File: config.mk
export PLATFORM = sky130hd
export DESIGN_NAME = mft_cell
export DESIGN_NICKNAME = d
export VERILOG_FILES = /design/src/rtl/mft_pkg.sv /design/src/rtl/mft_cell.sv
export SDC_FILE = /design/constraint.sdc
export NUM_CORES = 1
export LEC_CHECK = 0
export BUFFER_PORTS_ARGS = -buffer_cell sky130_fd_sc_hd__buf_4
export CORE_AREA = 2 2 133 135
export DETAILED_ROUTE_END_ITERATION = 12
export DIE_AREA = 0 0 135 137
export PLACE_DENSITY = 0.75
export SYNTH_ARGS = -nofsm -noshare
export SYNTH_HDL_FRONTEND = slang
export SYNTH_SLANG_ARGS = --single-unit
File: constraint.sdc
create_clock -name clk -period 4.85 [get_ports clk]
set_input_delay 0 -clock clk [delete_from_list [all_inputs] [get_ports clk]]
set_output_delay 0 -clock clk [all_outputs]
set_load 0.05 [all_outputs]
File: src/rtl/mft_pkg.sv
// Shared types and constants of the MAC forwarding table
`default_nettype none
package mft_pkg;

	localparam int unsigned WORD_W = 64;
	localparam int unsigned KEY_LSB = 16;

	localparam logic [1:0] REQ_LOOKUP = 2'd0;
	localparam logic [1:0] REQ_ADD    = 2'd1;
	localparam logic [1:0] REQ_DELETE = 2'd2;

	typedef struct packed {
		logic [1:0]        req_type;
		logic [WORD_W-1:0] entry_word;
	} req_t;

	typedef struct packed {
		logic              found;
		logic [WORD_W-1:0] result_word;
		logic              table_full;
	} rsp_t;

	// request word as it walks the row of cells
	typedef struct packed {
		logic [1:0]        op;
		logic [WORD_W-1:0] word;
		logic              hit;
		logic [WORD_W-1:0] prior;
		logic              free;
	} tok_t;

	// end-of-walk broadcast to every cell
	typedef struct packed {
		logic fin;
		logic commit;
	} ctl_t;

endpackage
`default_nettype wire

File: src/rtl/mft_cell.sv
// One table slot: stored word, valid flag and the token register to the next slot
`default_nettype none
module mft_cell (
	input  wire            clk,
	input  wire            arst_n,
	input  wire            in_valid,
	input  wire mft_pkg::tok_t in_tok,
	input  wire mft_pkg::ctl_t ctl,
	output logic           out_valid,
	output mft_pkg::tok_t  out_tok
);
	import mft_pkg::*;

	logic              valid_q;
	logic              pend_q;
	logic [WORD_W-1:0] word_q;
	logic              match;
	logic              claim;
	tok_t              nxt_tok;

	assign match = valid_q && !in_tok.hit &&
		(word_q[WORD_W-1:KEY_LSB] == in_tok.word[WORD_W-1:KEY_LSB]);
	// first free slot seen by an add takes the word provisionally
	assign claim = !valid_q && !in_tok.free && (in_tok.op == REQ_ADD);

	always_comb begin
		nxt_tok       = in_tok;
		nxt_tok.hit   = in_tok.hit | match;
		nxt_tok.prior = match ? word_q : in_tok.prior;
		nxt_tok.free  = in_tok.free | !valid_q;
	end

	always_ff @(posedge clk or negedge arst_n) begin
		if (!arst_n) begin
			valid_q   <= 1'b0;
			pend_q    <= 1'b0;
			out_valid <= 1'b0;
		end else begin
			out_valid <= in_valid;
			if (ctl.fin) begin
				pend_q <= 1'b0;
				if (ctl.commit && pend_q) begin
					valid_q <= 1'b1;
				end
			end
			if (in_valid) begin
				if (match && (in_tok.op == REQ_DELETE)) begin
					valid_q <= 1'b0;
				end else if (claim) begin
					pend_q <= 1'b1;
				end
			end
		end
	end

	always_ff @(posedge clk) begin
		if (in_valid && ((match && (in_tok.op == REQ_ADD)) || claim)) begin
			word_q <= in_tok.word;
		end
		if (in_valid) begin
			out_tok <= nxt_tok;
		end
	end

endmodule
`default_nettype wire

==> summary.md <==
| Metric | Value |
|---|---|
| GRT Overall Usage | `19.8%` |
| Final Hold Vio Count | `0` |
| Finished Cell Area | `0.0116 sq mm` |
| DR pass1 iterations | `4` |
| Core ar. | `0.0171 sq mm` |
| Fill cells | `1,151` |
| Placed cell area | `0.00972 sq mm` |
| Sequential cell area fraction in the yosys report | `80.2%` |
| P&R area growth vs syn | `56.6%` |
| Syn. warnings | `0` |
| Post-synth top area share | `between 70% and 80%` |
| Total power | `4.10 mW` |
| PD cells | `approximately 350 mW/mm^2` |
| Routed wire per std cell | `18.1 microns` |
| Reg clk slew, reported paths | `0.06 ns` |
| Critical path endpoint category | `flip-flop` |
| Starting Density | `43.6%` |
| Minimum clock period | `3.22 ns` |
| Vias per inst | `~4.7` |
| Clk sink count | `about 200` |
| Worst Setup Start Kind | `flip-flop` |
| WP data arrival | `3.30 ns` |
| Layout cell share with drive strength beyond 1 | `45.6%` |
| Synth cell types | `28` |
| Rel. slew slack | `32.1%` |
| Mapped Cells | `356` |
| P_leak | `4.67 nW` |
| Period utilization | `between 60 and 70%` |
| H-tree depth | `4` |
| Largest cells by area after synthesis | `edfxtp_1 (79%), mux2_2 (5.6%), mux2_4 (4.0%)` |
| Seq. cell area | `0.00596 sq mm` |
| Total grt overflow | `0` |
| Die Width | `between 100 and 150 microns` |
| Cell row count | `48` |
| Synthesized area | `0.00743 sq mm` |
| GP Congestion | `0.773` |
| CP max stage delay | `0.58 ns` |
| Post-cts sizing count | `0` |
| Worst Setup Path Type | `flip-flop to flip-flop` |
| Area of the multi-input gates | `0.00139 sq mm` |
| CTS root buffer | `clkbuf_16` |
| Setup tns final | `0 ns` |
| Final cell count without fillers | `1,016` |
| Io pins | `270` |
| Status | `finished clean` |
| Die area | `0.0185 sq mm` |
| Vias | `4,777` |
| Worst Path Required | `~4.9 ns` |
| CTS tree | `yes` |
| Worst VDD drop | `0.223 mV` |
| Initial DRC count | `between 200 and 250` |
| Yosys top cell by area | `edfxtp_1` |
| Yosys reg bits | `199` |
| Post-route ant nets | `0` |
| Synthesized Nets | `493` |
| Setup repair bufs after CTS | `0` |
| Clock Latency Late Sink | `0.42 ns` |
| Vias in the first global route | `5,197` |
| Critical-path cell list | `xor2_1, nor4_1, nand4_1, nor3_1, nand4_1, a21oi_4, buf_4` |
| TritonCTS Buffers | `17` |
| NumNets Final | `915` |
| FMAX | `slightly above 0.3 GHz` |
| Die height | `~140 microns` |
| Final core utilization | `just under 70%` |
| Antenna violations before repair | `0` |
| CP max FO | `28` |
| First-pass GRT wire length | `27,400 microns` |
| Antenna cells | `0` |
| Crit-path slowest cell | `nor4_1` |
| Post-DP HPWL | `around 12,000 microns` |
| Port bufs | `269` |
| Slew Viols, Final | `0` |
| Remaining DRCs | `0` |
| Placed cell count | `about 850` |
| Unrepaired setup endpoints after global routing | `false` |
| Worst hold path type | `input pin to flip-flop` |
| Final Setup Violations | `0` |
| CP dominant cell by count | `nand4_1` |
| Largest net degree at the start of global routing | `slightly above 70` |
| Drt total wl | `between 15,000 and 20,000 microns` |
| Max-Cap Viols | `0` |
| CTS max path bufs | `2` |
| Syn avg cell area | `between 20 and 25 sq um` |
| Worst Tran Pin Value | `1.02 ns` |
| Clock Skew | `0.00908 ns` |
## critical path: cells and delay by family (launching register included)
family	cells	cell delay [ns]
simple gates	4	1.28
compound gates	1	0.55
buf+inv	1	0.46
flops	1	0.40
xor+xnor	1	0.16
## kinds of logic (layout without fill, tap and decap cells)
| family | count (synthesis) | in the layout | synth area share, % |
|---|---|---|---|
| AO/OA/AOI/OAI | 14 | 14 | 1.53 |
| AND/OR/NAND/NOR | 23 | 23 | 1.80 |
| buffers and inverters | 18 | 453 | 1.26 |
| XOR/XNOR | 38 | 38 | 4.48 |
| multiplexers | 64 | 64 | 10.7 |
| flip-flops | 199 | 199 | 80.2 |
## repair_timing
action | in CTS | in global routing
endpoints found under the hold margin | 201 | 0
endpoints found under the setup margin | 0 | 0
hold buffers | 137 | 0
## registers in the layout, indices dropped and copies added, names as in the netlist
register,count
out_valid,1
out_tok,132
pend_q,1
valid_q,1
word_q,64
## metal layers
metal	part of all wire [%]	track usage, %	up-vias
met5	0	0	-
met4	2.6	7.41	0
met3	6.2	5.81	37
li1	-	-	2235
met2	53	35.1	183
met1	39	22.9	2322
## metrics by stage
step,hold slack (ns),setup WS [ns]
detailed placement,-0.204,1.58
CTS,0.00711,1.54
finish,0.0434,1.63
global placement,-0.209,1.77
global route,0.0470,1.39
floorplan,-0.296,0.939
## where the power goes
part	switching, mW	total [mW]	internal [mW]
sequential	0.0367	2.04	2.01
combinational	0.459	0.754	0.294
clock	0.598	1.30	0.706
## cells in the final DEF (no fill, tap or decap), types with 2 or more instances in the layout
cell type	count
clkinv_2	2
o2111ai_1	2
nand2_1	3
edfxtp_1	196
clkinvlp_4	3
xnor2_1	15
dfrtp_1	3
xor2_1	23
clkbuf_16	17
mux2_4	20
nand4_1	6
nor2b_1	2
mux2_1	7
clkinv_4	3
nor4_1	7
a221o_1	2
buf_4	272
clkbuf_1	3
inv_1	11
o22ai_1	4
dlygate4sd3_1	137
clkinv_1	2
mux2_2	37
## path summary, 6_finish.rpt
check | start | end | slack, ns | cells after the start
worst max-delay path | word_q[53] | word_q[47] | 1.63 | 7
worst min-delay path | in_valid | out_valid | 0.04 | 1
worst max register to register | word_q[53] | word_q[47] | 1.63 | 7
worst min register to register | word_q[14] | out_tok[15] | 0.55 | 1
max in group asynchronous | arst_n | pend_q | 4.19 | 3
min in group asynchronous | arst_n | valid_q | 0.49 | 3
## final cells by class
type	instances	area share [%]
clock buffers	20	3.75
inverters	11	0.355
multi-input cells	139	11.9
well taps	225	2.42
repair buffers	410	29.4
clock inverters	12	0.903
flip-flops and latches	199	51.2
## Yosys cell counts
cell,number
buf_4,1
o2111ai_1,2
inv_1,11
o22ai_1,4
nor2b_1,2
mux2_2,37
buf_1,3
nand2_1,3
a31o_2,1
a2bb2oi_1,1
dfrtp_1,3
a221o_1,2
nor4_1,7
nor2_1,1
a21oi_1,2
nand4_1,6
a221oi_2,1
o31a_1,1
mux2_4,20
buf_6,3
xor2_1,23
edfxtp_1,196
nor3_1,1
nand2b_1,1
or2_2,1
nand3b_1,1
mux2_1,7
xnor2_1,15
No activity file was read; power rests on OpenSTA's default activity.
